`src/hdl/hcfr_pkg.sv`:
```
// ----------------------------------------------------------------------------
// hcfr_pkg
// Shared types and frame constants for the header/checksum frame receiver.
// ----------------------------------------------------------------------------
package hcfr_pkg;

  // Number of payload bytes presented on the result channel
  localparam int OUT_FIELDS = 6;

  typedef logic [7:0] byte_t;

  // Frame marks
  localparam byte_t HEADER_FIRST  = 8'hFA;
  localparam byte_t HEADER_SECOND = 8'hAF;
  localparam byte_t TRAILER_MARK  = 8'hED;

  // One result item from the parser to the output register
  typedef struct packed {
    logic                     valid;
    byte_t [OUT_FIELDS-1:0]   payload;
  } result_t;

endpackage

```
`src/hdl/hcfr_in_reg.sv`:
```
// ----------------------------------------------------------------------------
// hcfr_in_reg
// Input register: holds one received byte until the parser takes it.
// ----------------------------------------------------------------------------
module hcfr_in_reg (
  input  logic            clk,
  input  logic            rst_n,
  input  logic            in_valid,
  input  hcfr_pkg::byte_t in_rx_byte,
  output logic            in_stall,
  input  logic            advance,
  output logic            byte_valid,
  output hcfr_pkg::byte_t byte_data
);

  logic            valid_r;
  logic            valid_nxt;
  hcfr_pkg::byte_t data_r;
  hcfr_pkg::byte_t data_nxt;
  logic            load;

  // Register is free when empty or when its item moves on this cycle
  assign load     = !valid_r || advance;
  assign in_stall = valid_r && !advance;

  always_comb begin
    valid_nxt = valid_r;
    data_nxt  = data_r;
    if (load) begin
      valid_nxt = in_valid;
      if (in_valid) begin
        data_nxt = in_rx_byte;
      end
    end
  end

  always_ff @(posedge clk) begin
    if (!rst_n) begin
      valid_r <= 1'b0;
    end else begin
      valid_r <= valid_nxt;
    end
  end

  always_ff @(posedge clk) begin
    data_r <= data_nxt;
  end

  assign byte_valid = valid_r;
  assign byte_data  = data_r;

endmodule

```
`src/hdl/hcfr_parser.sv`:
```
// ----------------------------------------------------------------------------
// hcfr_parser
// Frame state: header hunt, payload capture, running sum, checksum and
// trailer check. Produces the result for the byte it consumes.
// ----------------------------------------------------------------------------
module hcfr_parser #(
  parameter int PAYLOAD_BYTES = 6
) (
  input  logic              clk,
  input  logic              rst_n,
  input  logic              byte_valid,
  input  hcfr_pkg::byte_t   byte_data,
  input  logic              advance,
  output hcfr_pkg::result_t result
);

  localparam int POS_W = $clog2(PAYLOAD_BYTES + 3);
  localparam logic [POS_W-1:0] POS_HUNT     = '0;
  localparam logic [POS_W-1:0] POS_FIRST    = POS_W'(1);
  localparam logic [POS_W-1:0] POS_LAST_PAY = POS_W'(PAYLOAD_BYTES);
  localparam logic [POS_W-1:0] POS_CHECKSUM = POS_W'(PAYLOAD_BYTES + 1);

  hcfr_pkg::byte_t  prev_byte_r, prev_byte_nxt;
  logic [POS_W-1:0] pos_r, pos_nxt;
  hcfr_pkg::byte_t  sum_r, sum_nxt;
  hcfr_pkg::byte_t  chk_r, chk_nxt;
  hcfr_pkg::byte_t  store_r   [PAYLOAD_BYTES];
  hcfr_pkg::byte_t  store_nxt [PAYLOAD_BYTES];
  hcfr_pkg::byte_t  pay_w     [hcfr_pkg::OUT_FIELDS];
  logic             step;
  logic             produce;
  logic             in_payload;

  assign step       = byte_valid && advance;
  assign in_payload = (pos_r != POS_HUNT) && (pos_r <= POS_LAST_PAY);

  // Position, sum and checksum update
  always_comb begin
    prev_byte_nxt = prev_byte_r;
    pos_nxt       = pos_r;
    sum_nxt       = sum_r;
    chk_nxt       = chk_r;
    produce       = 1'b0;
    if (step) begin
      prev_byte_nxt = byte_data;
      if (pos_r == POS_HUNT) begin
        if (prev_byte_r == hcfr_pkg::HEADER_FIRST &&
            byte_data == hcfr_pkg::HEADER_SECOND) begin
          pos_nxt = POS_FIRST;
          sum_nxt = '0;
        end
      end else if (in_payload) begin
        sum_nxt = sum_r + byte_data;
        pos_nxt = pos_r + POS_W'(1);
      end else if (pos_r == POS_CHECKSUM) begin
        chk_nxt = byte_data;
        pos_nxt = pos_r + POS_W'(1);
      end else begin
        // trailer byte: frame done, good or bad
        produce = (chk_r == sum_r) && (byte_data == hcfr_pkg::TRAILER_MARK);
        pos_nxt = POS_HUNT;
        sum_nxt = '0;
      end
    end
  end

  // Payload capture, one slot per position
  always_comb begin
    for (int i = 0; i < PAYLOAD_BYTES; i++) begin
      store_nxt[i] = store_r[i];
      if (step && pos_r == POS_W'(i + 1)) begin
        store_nxt[i] = byte_data;
      end
    end
  end

  always_ff @(posedge clk) begin
    if (!rst_n) begin
      prev_byte_r <= '0;
      pos_r       <= POS_HUNT;
      sum_r       <= '0;
    end else begin
      prev_byte_r <= prev_byte_nxt;
      pos_r       <= pos_nxt;
      sum_r       <= sum_nxt;
    end
  end

  always_ff @(posedge clk) begin
    chk_r   <= chk_nxt;
    store_r <= store_nxt;
  end

  // Output fields beyond the payload length read as zero
  for (genvar j = 0; j < hcfr_pkg::OUT_FIELDS; j++) begin : g_pay
    if (j < PAYLOAD_BYTES) begin : g_used
      assign pay_w[j] = store_r[j];
    end else begin : g_zero
      assign pay_w[j] = '0;
    end
  end

  always_comb begin
    result.valid = produce;
    for (int k = 0; k < hcfr_pkg::OUT_FIELDS; k++) begin
      result.payload[k] = pay_w[k];
    end
  end

endmodule

```
`src/hdl/hcfr_out_reg.sv`:
```
// ----------------------------------------------------------------------------
// hcfr_out_reg
// Result register: holds a finished item until the receiver takes it.
// ----------------------------------------------------------------------------
module hcfr_out_reg (
  input  logic              clk,
  input  logic              rst_n,
  input  hcfr_pkg::result_t result,
  output logic              advance,
  output logic              out_valid,
  input  logic              out_stall,
  output hcfr_pkg::byte_t   out_payload_0,
  output hcfr_pkg::byte_t   out_payload_1,
  output hcfr_pkg::byte_t   out_payload_2,
  output hcfr_pkg::byte_t   out_payload_3,
  output hcfr_pkg::byte_t   out_payload_4,
  output hcfr_pkg::byte_t   out_payload_5
);

  logic                                       valid_r, valid_nxt;
  hcfr_pkg::byte_t [hcfr_pkg::OUT_FIELDS-1:0] pay_r, pay_nxt;

  // Register takes a new item when empty or when its item leaves now
  assign advance = !valid_r || !out_stall;

  always_comb begin
    valid_nxt = valid_r;
    pay_nxt   = pay_r;
    if (advance) begin
      valid_nxt = result.valid;
      if (result.valid) begin
        pay_nxt = result.payload;
      end
    end
  end

  always_ff @(posedge clk) begin
    if (!rst_n) begin
      valid_r <= 1'b0;
    end else begin
      valid_r <= valid_nxt;
    end
  end

  always_ff @(posedge clk) begin
    pay_r <= pay_nxt;
  end

  assign out_valid     = valid_r;
  assign out_payload_0 = pay_r[0];
  assign out_payload_1 = pay_r[1];
  assign out_payload_2 = pay_r[2];
  assign out_payload_3 = pay_r[3];
  assign out_payload_4 = pay_r[4];
  assign out_payload_5 = pay_r[5];

endmodule

```
`src/hdl/header_checksum_frame_receiver_top.sv`:
```
// ----------------------------------------------------------------------------
// header_checksum_frame_receiver_top
// Serial frame receiver: header 0xFA 0xAF, payload, sum checksum, trailer.
// ----------------------------------------------------------------------------
// Usage:
//   Input channel (in_valid / in_stall / in_rx_byte) carries one received
//   byte per item. The block hunts for 0xFA followed by 0xAF, collects
//   PAYLOAD_BYTES payload bytes, a checksum byte (8-bit wrapping sum of the
//   payload) and a trailer byte 0xED. A good frame gives one item on the
//   result channel (out_valid / out_stall / out_payload_0..5); a bad frame
//   gives nothing and hunting restarts.
//   Throughput: one byte per cycle while no result waits under out_stall;
//   the parser step between the input and result registers is combinational.
//   Result is registered; it appears the cycle after the trailer is taken.
//   Reset (rst_n low, synchronous) empties both registers and returns the
//   parser to hunting with the previous byte cleared.
//   When the receiver holds out_stall with a result pending, that result
//   stays put, one more byte is buffered in the input register, and then
//   in_stall rises until the result is taken.
// ----------------------------------------------------------------------------
module header_checksum_frame_receiver_top #(
  parameter int PAYLOAD_BYTES = 6
) (
  input  logic            clk,
  input  logic            rst_n,
  input  logic            in_valid,
  output logic            in_stall,
  input  hcfr_pkg::byte_t in_rx_byte,
  output logic            out_valid,
  input  logic            out_stall,
  output hcfr_pkg::byte_t out_payload_0,
  output hcfr_pkg::byte_t out_payload_1,
  output hcfr_pkg::byte_t out_payload_2,
  output hcfr_pkg::byte_t out_payload_3,
  output hcfr_pkg::byte_t out_payload_4,
  output hcfr_pkg::byte_t out_payload_5
);

  logic              advance;
  logic              byte_valid;
  hcfr_pkg::byte_t   byte_data;
  hcfr_pkg::result_t result;

  // Input register
  hcfr_in_reg u_in_reg (
    .clk        (clk),
    .rst_n      (rst_n),
    .in_valid   (in_valid),
    .in_rx_byte (in_rx_byte),
    .in_stall   (in_stall),
    .advance    (advance),
    .byte_valid (byte_valid),
    .byte_data  (byte_data)
  );

  // Frame parser
  hcfr_parser #(
    .PAYLOAD_BYTES (PAYLOAD_BYTES)
  ) u_parser (
    .clk        (clk),
    .rst_n      (rst_n),
    .byte_valid (byte_valid),
    .byte_data  (byte_data),
    .advance    (advance),
    .result     (result)
  );

  // Result register
  hcfr_out_reg u_out_reg (
    .clk           (clk),
    .rst_n         (rst_n),
    .result        (result),
    .advance       (advance),
    .out_valid     (out_valid),
    .out_stall     (out_stall),
    .out_payload_0 (out_payload_0),
    .out_payload_1 (out_payload_1),
    .out_payload_2 (out_payload_2),
    .out_payload_3 (out_payload_3),
    .out_payload_4 (out_payload_4),
    .out_payload_5 (out_payload_5)
  );

endmodule

```
`config.mk`:
```
export PLATFORM = sky130hd
export DESIGN_NAME = header_checksum_frame_receiver_top
export DESIGN_NICKNAME = d
export VERILOG_FILES = /design/src/hdl/hcfr_pkg.sv /design/src/hdl/hcfr_in_reg.sv /design/src/hdl/hcfr_parser.sv /design/src/hdl/hcfr_out_reg.sv /design/src/hdl/header_checksum_frame_receiver_top.sv
export SDC_FILE = /design/constraint.sdc
export NUM_CORES = 1
export LEC_CHECK = 0
export BUFFER_PORTS_ARGS = -buffer_cell sky130_fd_sc_hd__buf_2
export CAP_MARGIN = 15
export CELL_PAD_IN_SITES_DETAIL_PLACEMENT = 2
export CELL_PAD_IN_SITES_GLOBAL_PLACEMENT = 2
export CORE_UTILIZATION = 32
export CTS_BUF_LIST = sky130_fd_sc_hd__clkbuf_16
export DETAILED_ROUTE_END_ITERATION = 6
export PLACE_DENSITY_LB_ADDON = 0.1
export SETUP_SLACK_MARGIN = 0.3
export SYNTH_ARGS = -nofsm -noshare
export SYNTH_HDL_FRONTEND = slang
export SYNTH_SLANG_ARGS = --single-unit
```
`constraint.sdc`:
```
create_clock -name clk -period 2.5 [get_ports clk]
set_input_delay 0.125 -clock clk [delete_from_list [all_inputs] [get_ports clk]]
set_output_delay 0.125 -clock clk [all_outputs]
set_load 0.05 [all_outputs]
```
* Yosys cells after proc, flatten, opt, wreduce, memory -nomap -nowiden
Cells that the tools add are included.
** Word-level totals
- Register bits after elaboration :: 134
- Latch bits :: 0
- Memory bits (writable) :: 0
- ROM bits :: 0
- Input port bits :: 12
- Output and inout bits :: 50
- Word-level logic and storage cells :: 73
- Memories :: 0
** Cells by class
- $add $sub $neg :: 2
- Multipliers :: 0
- Divide/modulo/power cells :: 0
- $lt $le $gt $ge :: 1
- Eq/ne operators :: 13
- Shift operators :: 0
- Multiplexer cells :: 12
- Bitwise logic cells :: 2
- Reduce and logical (&&, ||, !) cells :: 24
** Operator list (count)
- two-way mux 8 bit :: 4
- equality test 8 bit (second input constant) :: 3
- equality test 4 x 3 -> 1 bit (second input constant) :: 4
- two-way mux 4 bit :: 4
- logical AND 1 bit :: 11
- adder 8 bit :: 1
- equality test 4 x 2 -> 1 bit (second input constant) :: 2
- equality test 8 bit :: 1
- AND reduction 2 bit :: 3
- adder 4 x 1 -> 4 bit (second input constant) :: 1
- equality test 4 x 1 -> 1 bit (second input constant) :: 1
- <= comparator 4 x 3 -> 1 bit (second input constant) :: 1
- zero test 1 bit :: 4
- zero test 4 bit :: 1
- two-way mux 1 bit :: 4
- AND reduction 4 bit :: 1
- nonzero test 4 bit :: 1
- != test 3 x 1 -> 1 bit (second input constant) :: 1
- AND reduction 3 bit :: 1
- logical OR 1 bit :: 2
- != test 2 bit (second input constant) :: 1
- inverter 1 bit :: 2

* Depth between registers and ports, before layout
- Word-level depth :: 7
- Mapped depth :: 8
- Gate-level depth less buffers :: 7

* Cells and area by module
A second synthesis with hierarchy kept.
** Second synthesis, totals
- Cell total of the unflattened synthesis :: 293
- Area, all modules :: 4853.4 um^2
** By module, submodules not included
- hcfr_parser :: times used 1, cells each 228, area each 3083.0 um^2, seq. area each 2082.0 um^2
- hcfr_out_reg :: times used 1, cells each 53, area each 1482.7 um^2, seq. area each 1461.4 um^2
- hcfr_in_reg :: times used 1, cells each 12, area each 287.8 um^2, seq. area each 260.2 um^2

* Worst setup path before layout
No wires, ideal clock.
- Path kind :: register -> register
- From :: register u_out_reg.valid_r (netlist: u_out_reg.out_valid)
- To :: register u_out_reg.pay_r, in the netlist u_out_reg.out_payload_0[0], enable pin
- Setup time :: 402 ps
- Arrival time :: 2270 ps
- Data required time :: 2098 ps
- Slack :: -172 ps
- Cell stages (with the launch flop) :: 7
- Path buffers :: 1
- Clock period less this slack :: 2672 ps
- Cells stage by stage :: dfxtp_1 -> a21bo_1 -> buf_6 -> a21oi_1 -> o21a_1 -> nand4_1 -> inv_1
** On the way
- Word-level cells in the longest chain between the ends :: 5
** Ends and longest elaborated chain
- start: declaration :: RTL line hcfr_out_reg.sv:20 : logic valid_r, valid_nxt;
- start signal: assignment :: RTL line hcfr_out_reg.sv:41 : valid_r <= valid_nxt;
- zero test 1 bit (*) :: RTL line hcfr_out_reg.sv:24 : assign advance = !valid_r || !out_stall;
- logical OR 1 bit (*) :: RTL line hcfr_out_reg.sv:24
- logical AND 1 bit :: RTL line hcfr_parser.sv:34 : assign step = byte_valid && advance;
- two-way mux 1 bit :: RTL line hcfr_parser.sv:44 : if (step) begin
- AND reduction 2 bit (no source line) (*)
- end signal: assignment :: RTL line hcfr_out_reg.sv:46 : pay_r <= pay_nxt;
- end: declaration :: RTL line hcfr_out_reg.sv:21 : hcfr_pkg::byte_t [hcfr_pkg::OUT_FIELDS-1:0] pay_r, pay_nxt;
Every way passes the cells marked *; elsewhere a longest branch is shown, timed or not.
A chain may end at the register's enable or synchronous reset.

* Worst setup path in the final report
- From :: register u_in_reg.data_r[6] (netlist: u_in_reg.byte_data[6])
- To :: register u_parser.pos_r[2]
** On the way
- Word-level cells in the longest chain between the ends :: 4
** Ends and longest elaborated chain
- start: declaration :: RTL line hcfr_in_reg.sv:18 : hcfr_pkg::byte_t data_r;
- start signal: assignment :: RTL line hcfr_in_reg.sv:46 : data_r <= data_nxt;
- equality test 8 bit :: RTL line hcfr_parser.sv:48 : byte_data == hcfr_pkg::HEADER_SECOND) begin
- logical AND 1 bit :: RTL line hcfr_parser.sv:47 : if (prev_byte_r == hcfr_pkg::HEADER_FIRST &&
- != test 2 bit (no source line)
- AND reduction 2 bit (no source line)
- end signal: assignment :: RTL line hcfr_parser.sv:84 : pos_r <= pos_nxt;
- end: declaration :: RTL line hcfr_parser.sv:24 : logic [POS_W-1:0] pos_r, pos_nxt;
Every way passes these cells.

==> flow_metrics.tcl <==
set metrics [dict create \
    netlist_instances 290 \
    drv_slew 0 \
    die_w_um 125.6 \
    leakagePower_uw 0.002265 \
    fin_crit_sh 0.8528 \
    worstReg2RegEnd "u_parser.pos_r[2]" \
    io_pins 62 \
    hp-class "input port to flip-flop" \
    die_h_um 125.6 \
    synth_fp_nets 314 \
    maxCapViolCount 0 \
    htreeDepth 4 \
    multi_input_area_um2 1075 \
    nets 417 \
    async_flop_share 0 \
    avgRoutedWirePerCell_um 22.11 \
    crit_buf_inv 1 \
    powerDensity_nw_per_um2 800.7 \
    die_area_um2 15770 \
    dp.cells 542 \
    clock_latency_ns 0.42 \
    grt_pass1_wl_um 19220 \
    grt_pass1_vias 3082 \
    wl_um 13000 \
    netlist_area_um2 4887 \
    rsz0062_at_grt "no" \
    cts.sinks 134 \
    gp_congestion 0.7733 \
    finalHoldViolations 0 \
    cts_made_buffers 17 \
    drive_gt1_frac 0.3168 \
    crit_cells 5 \
    final_cell_mix "edfxtp_1, buf_2, nand2_1" \
    yosysWarningCount 0 \
    crit_start "u_in_reg.byte_data[6]" \
    yosys_most_used_dff "edfxtp_1" \
    rr_worst_depth 5 \
    critPathMaxFanout 7 \
    crit_type "flip-flop to flip-flop" \
    firstDrtPassIters 7 \
    finalSetupTns_ns 0 \
    syn_to_final_growth_pct 28.14 \
    slew_headroom 0.5742 \
    track_usage 0.1728 \
    grt-busiest-layer "met2" \
    antenna_cells 0 \
    fillers 1418 \
    portBuffers 61 \
    worst_pin_slew_ns 0.6367 \
    hpwl_um 8517 \
    cp_cell_sequence "buf_4, nor4_4, a31oi_2, or4b_1, a21boi_1" \
    antenna_found_initial 0 \
    core_um2 14700 \
    worstSetupEndpoint "u_parser.pos_r[2]" \
    setup_viol 0 \
    avgSynthCellArea_um2 16.85 \
    stdcell_count 588 \
    cp.required_ns 2.85 \
    overflow 0 \
    cpPeakStageDelay_ns 0.59 \
    fmax_mhz 469.0 \
    viasPerCell 4.789 \
    clock_path_buffers 2 \
    grt_max_degree 38 \
    regArea_um2 3807 \
    rows 44 \
    r2r_slack_ns 0.37 \
    fin_skew_ns 0.01046 \
    drt_iter0_drc 155 \
    synth_cell_types 41 \
    fin_crit_ns 2.132 \
    r2r-start "u_in_reg.byte_data[6]" \
    synth_edf_count 112 \
    violations "DRC" \
    route.detailed.drc 11 \
    clkTransAtPathRegs_ns 0.06 \
    ir_worst_vdd_mv 0.4116 \
    postRouteAntennaNets 0 \
    use_met1 0.2241 \
    worstSetupStartpointType "flip-flop" \
    end_kind "flip-flop" \
    outcome "complete, but fails checks" \
    grtUsageMet2 0.2866 \
    cts_root_buf "clkbuf_16" \
    final_common_cell "edfxtp_1" \
    crit_family "simple AND/OR/NAND/NOR gates" \
    cts_tree "done" \
    synth_seq_cells 134 \
    cp.arrival_ns 2.48 \
    grt_use_met3 0.04151 \
    start_util 0.3325 \
    crit_path_top_delay_cell "edfxtp_1" \
    yosysSeqAreaShare 0.7783 \
    num_vias 2816 \
]
through the flow:
stage          hold slack, ns  total power [µW]    util  worst slack, ns  instance area (µm²)
4_1_cts                0.1186              5051  0.4241           0.3673                 6233
3_3_place_gp           0.3317              2617  0.3766           0.3125                 5535
3_5_place_dp           0.3294              2622  0.3766           0.1662                 5535
6_report               0.1319              5014  0.4260           0.3679                 6262
5_1_grt                0.1656              5145  0.4260           0.3175                 6262
2_1_floorplan          0.2239              2547       -           0.2761                 4917
power breakdown:
group | total, µW | leakage (µW) | internal [µW] | switching, µW
Combinational | 148 | 0.000804 | 61.6 | 86.4
Sequential | 2450 | 0.00119 | 2430 | 24.0
Clock | 2410 | 0.000269 | 1450 | 961
Total | 5010 | 0.00226 | 3940 | 1070
worst min-delay path by stage:
| stage | startpoint | endpoint | slack (ns) | depth (start not counted) |
|---|---|---|---|---|
| after floorplan | in_rx_byte[0] | u_in_reg.byte_data[0] | 0.22 | 0 |
| after global routing | out_stall | u_in_reg.byte_valid | 0.17 | 3 |
| after CTS | out_stall | u_out_reg.out_valid | 0.12 | 3 |
| final | out_stall | u_out_reg.out_valid | 0.13 | 3 |
| after global placement | in_rx_byte[3] | u_in_reg.byte_data[3] | 0.33 | 1 |
| after detailed placement | in_rx_byte[2] | u_in_reg.byte_data[2] | 0.33 | 1 |
metal layers:
metal | routed length, µm | part of all wire | up-vias
met2 | 6307 | 0.49 | 74
li1 | - | - | 1305
met5 | 0 | 0 | -
met4 | 102 | 0.0078 | 0
met1 | 6054 | 0.47 | 1430
met3 | 536 | 0.041 | 7
synthesized netlist by cell type (2+ instances only):
| master | number | area share |
|---|---|---|
| o21ai_0 | 7 | 0.0072 |
| and3b_1 | 2 | 0.0036 |
| nand4_1 | 5 | 0.0064 |
| nor4_4 | 2 | 0.0087 |
| a211o_1 | 2 | 0.0036 |
| a21boi_1 | 3 | 0.0046 |
| nor2b_1 | 3 | 0.0038 |
| inv_1 | 4 | 0.0031 |
| a21boi_0 | 12 | 0.018 |
| o21a_1 | 2 | 0.0031 |
| edfxtp_1 | 112 | 0.69 |
| a211oi_1 | 3 | 0.0046 |
| nor3_1 | 5 | 0.0051 |
| clkbuf_1 | 6 | 0.0046 |
| nor2_1 | 4 | 0.0031 |
| a21oi_1 | 6 | 0.0061 |
| nand2_1 | 25 | 0.019 |
| xnor2_1 | 3 | 0.0054 |
| o211ai_1 | 2 | 0.0031 |
| nor4_1 | 3 | 0.0038 |
| and3_1 | 3 | 0.0038 |
| and2_1 | 5 | 0.0064 |
| xor2_1 | 9 | 0.016 |
| ha_1 | 11 | 0.028 |
| a21o_1 | 4 | 0.0061 |
| a31oi_2 | 2 | 0.0051 |
| dfxtp_1 | 22 | 0.090 |
| nand2b_1 | 3 | 0.0038 |
| nand3_1 | 7 | 0.0072 |
| mux2i_1 | 2 | 0.0041 |
cells by family after synthesis:
logic type	synth area share
flip-flops	0.7783
AND/OR/NAND/NOR	0.08730
AO/OA/AOI/OAI	0.06554
XOR/XNOR	0.02151
buffers and inverters	0.01101
adder cells (fa/ha/maj)	0.03226
multiplexers	0.004096
worst min-delay path: stages:
cell      delay, ns
buf_2          0.11
nand2_1        0.12
a21boi_0       0.14
sequential cells by signal, summed over array words and instances, names as in the netlist:
| register | cells |
|---|---|
| u_parser.result | 48 |
| u_in_reg.byte_data | 8 |
| u_out_reg.out_payload_0 | 8 |
| u_out_reg.out_payload_1 | 8 |
| u_out_reg.out_payload_2 | 8 |
| u_out_reg.out_payload_3 | 8 |
| u_out_reg.out_payload_4 | 8 |
| u_out_reg.out_payload_5 | 8 |
| u_parser.chk_r | 8 |
| u_parser.prev_byte_r | 8 |
| u_parser.sum_r | 8 |
| u_parser.pos_r | 4 |
| u_in_reg.byte_valid | 1 |
| u_out_reg.out_valid | 1 |
area by class of cell:
class                      instances  share of cell area
clock buffer                      17             0.06793
tap                              184             0.03676
multi-input combinational        144              0.1716
sequential                       134              0.6080
timing repair buffer              92             0.09151
clock inverter                    13             0.02118
inverter                           4            0.002997
repair_timing:
action,4_1_cts,5_1_grt
setup buffers,6,1
cloned,0,0
setup endpoints to repair,4,3
hold buffers,9,0
resized for setup,1,4
endpoints found under the hold margin,9,0
Note: power is estimated with default switching activity, not from simulation.
